[src/rtl/core/gsl_pkg.sv]
// Shared types and constants of the spiral legalizer.
package gsl_pkg;

  localparam int GRID_SIDE_DEF = 64;
  localparam int MAX_CELLS_DEF = 4096;

  localparam int IDW  = 12;        // cell id width
  localparam int EW   = IDW + 1;   // grid entry: valid bit and id
  localparam int PW   = 6;         // position width
  localparam int SZW  = 7;         // cell size width
  localparam int CFGW = 7;         // configuration register width
  localparam int SW   = 11;        // signed width of search coordinates

  localparam logic [CFGW-1:0] GRID_DIM_RESET = 7'd64;

  typedef enum logic [1:0] {
    CMD_CLEAR = 2'd0,
    CMD_MARK  = 2'd1,
    CMD_LEGAL = 2'd2,
    CMD_NONE  = 2'd3
  } cmd_t;

  localparam logic REG_GRID_W = 1'b0;
  localparam logic REG_GRID_H = 1'b1;

  typedef struct packed {
    logic load;
    logic mod_step;
    logic swp_clr;
    logic erase_rd;
    logic erase_wr;
    logic cand_first;
    logic cand_next;
    logic fp_start;
    logic fp_step;
    logic fp_wr;
    logic take_cand;
    logic set_fail;
    logic out_load;
  } dp_cmd_t;

  typedef struct packed {
    cmd_t cmd;
    logic mod_done;
    logic swp_last;
    logic cand_ok;
    logic cand_last;
    logic fp_empty;
    logic fp_last;
    logic conflict;
  } dp_stat_t;

endpackage

[src/rtl/core/gsl_ctrl.sv]
// Controller state machine of the spiral legalizer.
module gsl_ctrl import gsl_pkg::*; (
  input  logic     clk,
  input  logic     rst,
  input  logic     in_valid,
  output logic     in_stall,
  output logic     out_valid,
  input  logic     out_stall,
  input  dp_stat_t stat,
  output dp_cmd_t  dcmd
);

  typedef enum logic [11:0] {
    S_INIT  = 12'b000000000001,
    S_IDLE  = 12'b000000000010,
    S_MOD   = 12'b000000000100,
    S_CLEAR = 12'b000000001000,
    S_ERASE = 12'b000000010000,
    S_ETAIL = 12'b000000100000,
    S_CAND  = 12'b000001000000,
    S_FRD   = 12'b000010000000,
    S_FCHK  = 12'b000100000000,
    S_WRITE = 12'b001000000000,
    S_DONE  = 12'b010000000000,
    S_SPARE = 12'b100000000000
  } state_t;

  state_t state, state_next;

  assign in_stall = (state != S_IDLE);

  always_comb begin
    state_next = state;
    dcmd       = '0;
    case (state)
      S_INIT: begin
        dcmd.swp_clr = 1'b1;
        if (stat.swp_last) state_next = S_IDLE;
      end
      S_IDLE: begin
        if (in_valid) begin
          dcmd.load  = 1'b1;
          state_next = S_MOD;
        end
      end
      S_MOD: begin
        if (!stat.mod_done) begin
          dcmd.mod_step = 1'b1;
        end else begin
          case (stat.cmd)
            CMD_CLEAR: state_next = S_CLEAR;
            CMD_MARK: begin
              dcmd.fp_start = 1'b1;
              state_next    = S_WRITE;
            end
            CMD_LEGAL: state_next = S_ERASE;
            default:   state_next = S_DONE;
          endcase
        end
      end
      S_CLEAR: begin
        dcmd.swp_clr = 1'b1;
        if (stat.swp_last) state_next = S_DONE;
      end
      S_ERASE: begin
        dcmd.erase_rd = 1'b1;
        dcmd.erase_wr = 1'b1;
        if (stat.swp_last) state_next = S_ETAIL;
      end
      S_ETAIL: begin
        dcmd.erase_wr   = 1'b1;
        dcmd.cand_first = 1'b1;
        state_next      = S_CAND;
      end
      S_CAND: begin
        if (stat.cand_ok) begin
          dcmd.fp_start = 1'b1;
          if (stat.fp_empty) begin
            dcmd.take_cand = 1'b1;
            state_next     = S_WRITE;
          end else begin
            state_next = S_FRD;
          end
        end else if (stat.cand_last) begin
          dcmd.set_fail = 1'b1;
          dcmd.fp_start = 1'b1;
          state_next    = S_WRITE;
        end else begin
          dcmd.cand_next = 1'b1;
        end
      end
      S_FRD: begin
        state_next = S_FCHK;
      end
      S_FCHK: begin
        if (stat.conflict) begin
          if (stat.cand_last) begin
            dcmd.set_fail = 1'b1;
            dcmd.fp_start = 1'b1;
            state_next    = S_WRITE;
          end else begin
            dcmd.cand_next = 1'b1;
            state_next     = S_CAND;
          end
        end else if (stat.fp_last) begin
          dcmd.take_cand = 1'b1;
          dcmd.fp_start  = 1'b1;
          state_next     = S_WRITE;
        end else begin
          dcmd.fp_step = 1'b1;
          state_next   = S_FRD;
        end
      end
      S_WRITE: begin
        if (stat.fp_empty) begin
          state_next = S_DONE;
        end else begin
          dcmd.fp_wr = 1'b1;
          if (stat.fp_last) begin
            state_next = S_DONE;
          end else begin
            dcmd.fp_step = 1'b1;
          end
        end
      end
      S_DONE: begin
        if (!out_valid || !out_stall) begin
          dcmd.out_load = 1'b1;
          state_next    = S_IDLE;
        end
      end
      default: state_next = S_IDLE;
    endcase
  end

  always_ff @(posedge clk) begin
    if (rst) begin
      state     <= S_INIT;
      out_valid <= 1'b0;
    end else begin
      state <= state_next;
      if (dcmd.out_load) begin
        out_valid <= 1'b1;
      end else if (!out_stall) begin
        out_valid <= 1'b0;
      end
    end
  end

endmodule

[config.mk]
export PLATFORM = sky130hd
export DESIGN_NAME = gsl_ctrl
export DESIGN_NICKNAME = d
export VERILOG_FILES = /design/src/rtl/core/gsl_pkg.sv /design/src/rtl/core/gsl_ctrl.sv
export SDC_FILE = /design/constraint.sdc
export NUM_CORES = 1
export LEC_CHECK = 0
export BUFFER_PORTS_ARGS = -buffer_cell sky130_fd_sc_hd__buf_2
export CAP_MARGIN = 20
export CORE_MARGIN = 4
export CORE_UTILIZATION = 41
export DETAILED_ROUTE_END_ITERATION = 8
export GPL_ROUTABILITY_DRIVEN = 0
export HOLD_SLACK_MARGIN = 0.05
export PLACE_DENSITY = 0.65
export SLEW_MARGIN = 20
export SYNTH_ARGS = -nofsm -noshare
export SYNTH_HDL_FRONTEND = slang
export SYNTH_SLANG_ARGS = --single-unit
[constraint.sdc]
create_clock -name clk -period 2.2 [get_ports clk]
set_input_delay 0.11 -clock clk [delete_from_list [all_inputs] [get_ports clk]]
set_output_delay 0.11 -clock clk [all_outputs]
set_load 0.01 [all_outputs]
-- Yosys cells after proc, flatten, opt, wreduce, memory -nomap -nowiden
Cells that the tools add are included.
- add/subtract/negate cells: 0
- multipliers: 0
- divide/modulo/power cells: 0
- magnitude comparators: 0
- equality and inequality tests: 23
- shift-type cells: 0
- muxes and demuxes: 50
- bitwise operators: 0
- reduce and logical (&&, ||, !) cells: 7
- operator list (operator ; number):
    $mux W12 ; 11
    $pmux W12 S11 ; 1
    $pmux W11 S3 ; 1
    $mux W10 ; 3
    $mux W1 ; 29
    $eq A12 B1 Y1 const B ; 1
    $eq A12 B10 Y1 const B ; 1
    $eq A12 B11 Y1 const B ; 1
    $eq A12 B2 Y1 const B ; 1
    $eq A12 B3 Y1 const B ; 1
    $eq A12 B4 Y1 const B ; 1
    $eq A12 B5 Y1 const B ; 1
    $eq A12 B6 Y1 const B ; 1
    $eq A12 B7 Y1 const B ; 1
    $eq A12 B8 Y1 const B ; 1
    $eq A12 B9 Y1 const B ; 1
    $ne A12 B2 Y1 const B ; 1
    $ne A2 B2 Y1 const B ; 6
    $reduce_and A8 Y1 ; 1
    $ne A3 B3 Y1 const B ; 2
    $pmux W1 S2 ; 2
    $pmux W2 S2 ; 1
    $reduce_or A2 Y1 ; 2
    $pmux W1 S3 ; 1
    7 further kinds ; 8
- register bits after elaboration: 13
- latch bits: 0
- memory bits (writable): 0
- bits in read-only memories: 0
- output and inout port bits: 15
- word-level logic and storage cells: 82
- memories kept: 0

-- Longest topological paths before layout
Gate-level depths: netlist of the first run.
- word-level depth: 5
- depth in mapped cells: 6
- depth with buffers taken out: 5

-- Worst setup path after synthesis of the first run
OpenSTA, ideal clock, no wires.
- kind: reg2out
- from: reg state[1]
- to: out dcmd[8] (netlist bit)
- arrival time: 1574 ps
- path slack: 516 ps
- cell stages (with the launch flop): 6
- path through: dfxtp_1 > buf_6 > nor4_4 > nand2_2 > or3_4 > a21oi_1
- RTL lines (item ; RTL line ; source):
    from (decl) ; gsl_ctrl.sv:28 ; state_t state, state_next;
    from (signal assigned) ; gsl_ctrl.sv:141 ; state <= state_next;
    to (decl) ; gsl_ctrl.sv:10 ; output dp_cmd_t dcmd

==> results of run 1 <==
layer usage:
metal / up-vias / wire length [um] / GRT usage [%]
li1: 525 / - / -
met1: 501 / 1200 / 22.5
met2: 49 / 1390 / 28.2
met3: 6 / 190 / 2.94
met4: 0 / 28 / 6.95
met5: - / 0 / 0
tightest hold or removal path, cell delays in order:
cell and delay (ps):
buf_2 110, nand2_1 60, a21oi_1 50
logic make-up after synthesis:
family | synth area share [%]
AND/OR/NAND/NOR | 43.4
AO/OA/AOI/OAI | 24.3
flip-flops | 23.9
buffers and inverters | 4.86
XOR/XNOR | 3.49
power by group through the flow:
stage               Combinational (mW)  Clock [mW]  Sequential, mW
floorplan                        0.137           0           0.236
detailed placement               0.162           0           0.251
global placement                 0.159           0           0.250
global route                     0.184       0.199           0.250
finish                           0.168       0.183           0.247
CTS                              0.161       0.184           0.246
timing repair:
item | in CTS | in global routing
gates resized for setup | 0 | 1
endpoints found under the setup margin | 1 | 7
setup buffers | 0 | 1
hold endpoints to repair | 0 | 0
pin swaps | 1 | 1
flip-flops by register name, indices dropped and copies added (netlist names):
register	cells
state	11
out_valid	1
cell usage in the layout, fill, tap and decap left out, types with 3 or more instances in the layout:
cell	count
a21oi_1	8
buf_2	27
buf_4	3
clkbuf_4	3
dfxtp_1	12
inv_1	5
nand2_1	5
nand2b_1	3
nand3_1	6
nand4_1	6
nor2_1	8
nor2b_1	3
nor3b_1	3
nor4_1	3
o21ai_0	6
xnor2_1	3
synth_stat cells, drive strengths merged, types with 2 or more instances:
cell	number	area share (%)
nor4	5	5.2
nor2	10	4.7
o211a	2	2.0
nor2b	3	1.9
dfxtp	12	24
nand4b	2	1.7
or4b	2	2.0
nor3b	5	4.7
a21oi	8	4.0
inv	5	1.9
xnor2	3	2.6
nand2	7	3.1
nand4	7	5.9
nor3	2	1.5
or3	3	2.4
o22a	2	1.7
o211ai	2	2.0
nand2b	3	1.9
a32oi	2	1.7
nor4b	2	1.7
buf	4	2.6
o21ai	8	4.4
nand3	6	3.0
per-stage QoR:
stage / area, um^2 / total power [mW]
after floorplan: 1000 / 0.373
after global placement: 1160 / 0.409
after detailed placement: 1160 / 0.413
after CTS: 1190 / 0.591
after global routing: 1210 / 0.633
final: 1210 / 0.598
worst max path at each step:
stage                     startpoint       to  slack, ps  cells after the start
2_1_floorplan  state[1]$_SDFFE_PP0P_  dcmd[8]        520                      5
3_3_place_gp   state[1]$_SDFFE_PP0P_  dcmd[4]        360                      5
3_5_place_dp   state[1]$_SDFFE_PP0P_  dcmd[4]        300                      5
4_1_cts        state[3]$_SDFFE_PP0P_  dcmd[4]          7                      5
5_1_grt        state[4]$_SDFFE_PP0P_  dcmd[4]         60                      6
6_report       state[4]$_SDFFE_PP0P_  dcmd[4]        130                      6
final cells by class:
| type | instances | area [um^2] | share of cell area, % |
|---|---|---|---|
| repair buffers | 30 | 158 | 13.0 |
| well taps | 28 | 35.0 | 2.90 |
| clock buffers | 4 | 36.3 | 3.00 |
| multi-input cells | 98 | 721 | 59.6 |
| flip-flops and latches | 12 | 240 | 19.9 |
| inverters | 5 | 18.8 | 1.55 |
==> flow_metrics.tcl, run 1 <==
set metrics [dict create \
    status "finished, final reports clean" \
    synth_nets 133 \
    syn_inst 120 \
    whs_ps 101 \
    synth.avg_cell_area_um2 8.36 \
    initialDrtViolationCount 42 \
    path_buf_inv 2 \
    hold_end "out_valid$_SDFFE_PP0P_" \
    antenna_found_initial 0 \
    slowest_stage "dfxtp_1" \
    clk_pin_slew_ps 80 \
    cts_buffers 3 \
    cp_max_fo 11 \
    synth.cell_area_um2 1000 \
    stdcell_count 177 \
    dieWidth_um 57.5 \
    worstPathRequired_ps 2090 \
    p_clk_share_pct 30.6 \
    min_path_type "input pin to flip-flop" \
    core_um2 2280 \
    die_y_um 57.5 \
    power_frac_seq_pct 41.3 \
    postLayoutSetupSlackWorst_ps 134 \
    reg2reg_to "state[1]$_SDFFE_PP0P_" \
    rrSetupSlack_ps 360 \
    fin_setup_tns_ps 0 \
    grt_max_degree 14 \
    portBuffers 27 \
    swShare_pct 33.1 \
    drive_gt1_share_pct 34.9 \
    final_nets 163 \
    root_buffer "clkbuf_4" \
    routedWlPerCell_um 15.9 \
    min-delay-start "out_stall" \
    grt.total_usage_pct 17.3 \
    leakagePower_nw 0.492 \
    dp_hpwl_um 2180 \
    grt_pass1_wl_um 4600 \
    ys_ff_latch 12 \
    rows 17 \
    dp_slack_ps 300 \
    final_hold_viol_count 0 \
    cts_tree "done" \
    synth_warnings 0 \
    slew_headroom_pct 73.7 \
    synth_ff_type "dfxtp_1" \
    synth-edff-count 0 \
    boundaryPins 28 \
    arrival_ps 1960 \
    cp_top_family "simple AND/OR/NAND/NOR gates" \
    cts_htree_levels 1 \
    r2r_start "state[2]$_SDFFE_PP0P_" \
    drcViolationCount 0 \
    tightest_slew_ps 388 \
    setup_viol 0 \
    r2r_cells 6 \
    period_share_pct 93.9 \
    die_area_um2 3300 \
    critPathMaxStageDelay_ps 380 \
    fmax_ghz 0.484 \
    switching_power_uw 198 \
    endpoint_kind "primary output" \
    area_delta_synth_final_pct 20.4 \
    cap_violations 0 \
    clock_skew_ps 1.21 \
    wl_um 2810 \
    ctsHoldBuffers 0 \
    p_int_uw 400 \
    min_path_cells 3 \
    cts.path.max_buffers 2 \
    num_vias 1081 \
    min_period_ps 2070 \
    first_pass_iters 4 \
    final_core_util_pct 53.1 \
    ant_nets 0 \
    peakVddDrop_uv 328 \
    path_cells "nor4_1 -> buf_4 -> nand4_4 -> or3_1 -> o21ai_1 -> buf_2" \
    yosysSeqAreaShare_pct 23.9 \
    clk_latency_ps 280 \
    initial_core_util_pct 44.1 \
    path_class "flip-flop to primary output" \
    place_inst 172 \
    cp-start-kind "flip-flop" \
    p_comb_share_pct 28.1 \
    antenna_cells 0 \
    pwr_density_cell_nw_per_um2 495 \
    rsz0062_at_grt "no" \
    first_global_vias 1008 \
    grt_overflow 0 \
    slew_viol_final 0 \
    ys_types 52 \
    nFillCells 241 \
    synth-async-reset-ratio_pct 0 \
    cts.sinks 12 \
    vias_per_cell 6.11 \
]
Note: power is estimated with default switching activity, not from simulation.
==> inputs of run 2 (changes only) <==
--- a/config.mk
+++ b/config.mk
@@ -7,12 +7,15 @@
 export LEC_CHECK = 0
 export BUFFER_PORTS_ARGS = -buffer_cell sky130_fd_sc_hd__buf_2
 export CAP_MARGIN = 20
+export CELL_PAD_IN_SITES_DETAIL_PLACEMENT = 1
+export CELL_PAD_IN_SITES_GLOBAL_PLACEMENT = 2
 export CORE_MARGIN = 4
-export CORE_UTILIZATION = 41
+export CORE_UTILIZATION = 29
 export DETAILED_ROUTE_END_ITERATION = 8
 export GPL_ROUTABILITY_DRIVEN = 0
 export HOLD_SLACK_MARGIN = 0.05
-export PLACE_DENSITY = 0.65
+export PLACE_DENSITY_LB_ADDON = 0.1
+export SETUP_SLACK_MARGIN = 0.15
 export SLEW_MARGIN = 20
 export SYNTH_ARGS = -nofsm -noshare
 export SYNTH_HDL_FRONTEND = slang
==> run 2 against run 1 <==
Net effect:
- worst setup slack gained 90 ps
- cell count grew 16%
- clock-buffer cell count is the same
- critical path depth is the same
- highest routed layer unchanged
- power grew 2.6%
- worst hold slack lost 3.8 ps
- sequential power is essentially flat
- critical path type unchanged
- die area grew 35%
- largest cell class unchanged
- critical endpoint unchanged
- sequential cell count is the same
- sequential share of layout area shrank 0.82 points
- core utilization shrank 12 points
- largest power group unchanged
==> flow_metrics.tcl, run 2 (synthesis gave the netlist of run 1 again) <==
set metrics [dict create \
    status "finished, final reports clean" \
    area_delta_synth_final_pct 36.8 \
    rows 21 \
    hold_end "out_valid$_SDFFE_PP0P_" \
    period_share_pct 89.8 \
    initial_core_util_pct 30.1 \
    final_hold_viol_count 0 \
    final_core_util_pct 41.1 \
    core_um2 3340 \
    num_vias 1108 \
    layout_commonest_cell "buf_2" \
    min_path_type "input pin to flip-flop" \
    endpoint_kind "primary output" \
    rsz0062_at_grt "yes" \
    cp-start-kind "flip-flop" \
    total_power_uw 614 \
    clock_skew_ps 7.31 \
    place_inst 191 \
    leakagePower_nw 0.559 \
    top_regs "state x11, out_valid x1" \
    vias_per_cell 5.40 \
    grt_pass1_wl_um 5490 \
    arrival_ps 1870 \
    routedWlPerCell_um 16.8 \
    r2r_start "state[4]$_SDFFE_PP0P_" \
    path_class "flip-flop to primary output" \
    ant_nets 0 \
    tightest_slew_ps 403 \
    first_global_vias 1151 \
    grt_max_degree 14 \
    die_area_um2 4470 \
    first_pass_iters 4 \
    setup_viol 0 \
    reg2reg_to "state[9]$_SDFFE_PP0P_" \
    r2r_cells 6 \
    initialDrtViolationCount 45 \
    slew_headroom_pct 72.8 \
    antenna_found_initial 0 \
    cts_buffers 3 \
    cts_tree "done" \
    drive_gt1_share_pct 47.2 \
    cap_violations 0 \
    peakVddDrop_uv 202 \
    stdcell_count 205 \
    min_period_ps 1980 \
    grt.total_usage_pct 16.5 \
    grt_overflow 0 \
    dieWidth_um 66.8 \
    cts.sinks 12 \
    largest_register_ffs 11 \
    clk_latency_ps 280 \
    min_path_cells 3 \
    drcViolationCount 0 \
    final_cell_mix "27 x buf_2, 11 x buf_4, 8 x a21oi_1, 8 x nor2_1" \
    worstPathRequired_ps 2090 \
    boundaryPins 28 \
    wl_um 3440 \
    fmax_ghz 0.506 \
    cts_htree_levels 1 \
    clk_pin_slew_ps 80 \
    slew_viol_final 0 \
    finish.instance_area_um2 1370 \
    ctsHoldBuffers 0 \
    rrSetupSlack_ps 290 \
    cp_max_fo 6 \
    min-delay-start "out_stall" \
    final_nets 173 \
    dp_hpwl_um 2610 \
    die_y_um 66.8 \
    root_buffer "clkbuf_4" \
    antenna_cells 0 \
    portBuffers 27 \
    top_register "state" \
    pwr_density_cell_nw_per_um2 447 \
    cts.path.max_buffers 2 \
    placed_cell_area_um2 1190 \
    fin_setup_tns_ps 0 \
]
## run 2: cell count changes in the layout (fill, tap and decap cells not counted), sizes merged
cell  delta
buf     +10
## run 2: through the flow
step	hold slack [ps]	setup slack, ps
floorplan	212	516
global placement	395	397
detailed placement	403	353
CTS	98.1	125
global route	108	117
finish	96.9	224
## run 2: worst max-delay path, cell delays in order, from the launching register on
cell and delay, ps:
dfxtp_4 380, nor4_4 280, buf_6 170, nand4_4 140, or3_4 420, o21ai_2 60, buf_2 140
## run 2: power breakdown
part           leakage (nW)  internal (mW)  switching, mW
Clock                0.0210          0.101         0.0797
Combinational         0.435         0.0850          0.101
Sequential            0.102          0.224         0.0237
Total                 0.559          0.409          0.205
## run 2: layer usage
metal	vias to the layer above	part of all wire [%]	global-route usage, %
li1	539	-	-
met1	534	45	20.5
met2	30	48	28.2
met3	5	5.9	2.19
met4	0	1.5	6.85
met5	-	0	0
## run 2: worst max path at each step
stage | from | endpoint | slack (ps) | depth (start not counted)
2_1_floorplan | state[1]$_SDFFE_PP0P_ | dcmd[8] | 520 | 5
3_3_place_gp | state[4]$_SDFFE_PP0P_ | dcmd[4] | 400 | 6
3_5_place_dp | state[4]$_SDFFE_PP0P_ | state[9]$_SDFFE_PP0P_ | 350 | 5
4_1_cts | state[1]$_SDFFE_PP0P_ | dcmd[4] | 130 | 6
5_1_grt | state[5]$_SDFFE_PP0P_ | dcmd[4] | 120 | 6
6_report | state[3]$_SDFFE_PP0P_ | dcmd[4] | 220 | 6
## run 2: final cells by class
| class | count | area [um^2] |
|---|---|---|
| multi-input cells | 98 | 758 |
| flip-flops and latches | 12 | 262 |
| clock buffers | 4 | 36.3 |
| inverters | 5 | 18.8 |
| repair buffers | 40 | 240 |
| well taps | 46 | 57.6 |
| fillers | 425 | 1960 |
## run 2: repair_timing
| item | 4_1_cts | 5_1_grt |
|---|---|---|
| gates resized for setup | 1 | 21 |
| setup buffers | 2 | 8 |
| cloned | 0 | 0 |
| pin swaps | 0 | 5 |
| setup endpoints to repair | 3 | 12 |
==> inputs of run 3 (changes only) <==
--- a/config.mk
+++ b/config.mk
@@ -9,12 +9,12 @@
 export CAP_MARGIN = 20
 export CELL_PAD_IN_SITES_DETAIL_PLACEMENT = 1
 export CELL_PAD_IN_SITES_GLOBAL_PLACEMENT = 2
-export CORE_MARGIN = 4
+export CORE_MARGIN = 5
 export CORE_UTILIZATION = 29
 export DETAILED_ROUTE_END_ITERATION = 8
 export GPL_ROUTABILITY_DRIVEN = 0
 export HOLD_SLACK_MARGIN = 0.05
-export PLACE_DENSITY_LB_ADDON = 0.1
+export PLACE_DENSITY = 0.78
 export SETUP_SLACK_MARGIN = 0.15
 export SLEW_MARGIN = 20
 export SYNTH_ARGS = -nofsm -noshare
==> run 3 against run 2 <==
Net effect:
- sequential cell count unchanged
- cell area decreased by 4.8%
- die area rose by 6.1%
- clock-buffer cell count did not move
- register-to-register slack better by 20 ps
- power grew 1.9%
- non-clock buffer count decreased by 4
- global-route usage down 1.3 points
- clock power is 6% higher
- worst setup slack gained 18 ps
==> flow_metrics.tcl, run 3 (synthesis gave the netlist of run 1 again) <==
set metrics [dict create \
    initial_core_util_pct 30.1 \
    slew_headroom_pct 74.3 \
    dp_hpwl_um 2460 \
    portBuffers 27 \
    nFillCells 425 \
    rsz0062_at_grt "yes" \
    endpoint_kind "primary output" \
    final_hold_viol_count 0 \
    num_vias 1090 \
    cts_tree "done" \
    die_area_um2 4740 \
    cts.path.max_buffers 2 \
    vias_per_cell 5.42 \
    cts.sinks 12 \
    period_share_pct 89.0 \
    first_global_vias 1096 \
    grt.total_usage_pct 15.1 \
    grt_overflow 0 \
    min_path_type "input pin to flip-flop" \
    peakVddDrop_uv 136 \
    cp-start-kind "flip-flop" \
    cp_max_fo 8 \
    antenna_found_initial 0 \
    dieWidth_um 68.8 \
    routedWlPerCell_um 16.5 \
    drive_gt1_share_pct 43.2 \
    leakagePower_nw 0.527 \
    wl_um 3310 \
    ant_nets 0 \
    core_um2 3340 \
    cap_violations 0 \
    fmax_ghz 0.511 \
    top_register "state" \
    drcViolationCount 0 \
    status "finished, final reports clean" \
    boundaryPins 28 \
    layout_commonest_cell "buf_2" \
    grt_max_degree 14 \
    rows 21 \
    tightest_slew_ps 380 \
    first_pass_iters 4 \
    min_period_ps 1960 \
    antenna_cells 0 \
    slew_viol_final 0 \
    finish.instance_area_um2 1310 \
    path_class "flip-flop to primary output" \
    die_y_um 68.8 \
    placed_cell_area_um2 1180 \
    clk_latency_ps 290 \
    initialDrtViolationCount 38 \
    clock_skew_ps 1.72 \
    root_buffer "clkbuf_4" \
    grt_pass1_wl_um 5220 \
    cts_htree_levels 1 \
    largest_register_ffs 11 \
    arrival_ps 1850 \
    top_regs "state x11, out_valid x1" \
    final_cell_mix "27 x buf_2, 8 x a21oi_1, 8 x nor2_1, 8 x buf_4, 7 x dfxtp_2" \
    cts_buffers 3 \
    clk_pin_slew_ps 90 \
    pwr_density_cell_nw_per_um2 479 \
    area_delta_synth_final_pct 30.2 \
    worstPathRequired_ps 2090 \
    setup_viol 0 \
    final_nets 169 \
    fin_setup_tns_ps 0 \
]
-- run 3: final timing paths --
path	startpoint	endpoint	slack [ps]	cells after the start
max	state[4]$_SDFFE_PP0P_	dcmd[4]	240	6
min reg2reg	out_valid$_SDFFE_PP0P_	out_valid$_SDFFE_PP0P_	500	2
min	out_stall	out_valid$_SDFFE_PP0P_	80	3
max reg2reg	state[2]$_SDFFE_PP0P_	state[1]$_SDFFE_PP0P_	310	7
-- run 3: timing repair --
item,CTS,global route
resized for setup,1,11
endpoints found under the setup margin,7,8
hold endpoints to repair,0,0
hold buffers,0,0
setup buffers,2,5
pin swaps,1,3
-- run 3: layout make-up --
cell class              instances  area, um^2  area share (%)
multi-input cells              98         738            56.5
flip-flops and latches         12         249            19.1
repair buffers                 36         206            15.8
well taps                      46        57.6            4.41
clock buffers                   4        36.3            2.78
inverters                       5        18.8            1.44
-- run 3: metrics by stage --
stage	instances	power (mW)	setup WS [ps]	util [%]	hold slack, ps
2_1_floorplan	120	0.373	516	-	212
3_3_place_gp	190	0.414	350	35.4	385
3_5_place_dp	190	0.418	269	35.4	394
4_1_cts	196	0.619	98.4	37.1	74.7
5_1_grt	201	0.664	91.7	39.1	97.5
6_report	201	0.626	243	39.1	83.8
-- run 3: worst max-delay path: stages (launching register included) --
cell     delay, ps
dfxtp_2        370
nor4_2         260
buf_4          190
nand4_4        150
or3_4          370
o21ai_1         80
buf_2          140
-- run 3: report_power, final --
part / internal [mW] / switching (mW)
Sequential: 0.227 / 0.0225
Clock: 0.101 / 0.0908
Combinational: 0.0847 / 0.0993
-- run 3: routing by layer --
layer	track usage, %	vias to the layer above	wire length, um
li1	-	529	-
met2	24.7	25	1610
met3	2.59	4	163
met5	0	-	0
met4	7.06	0	46
met1	19.3	532	1490
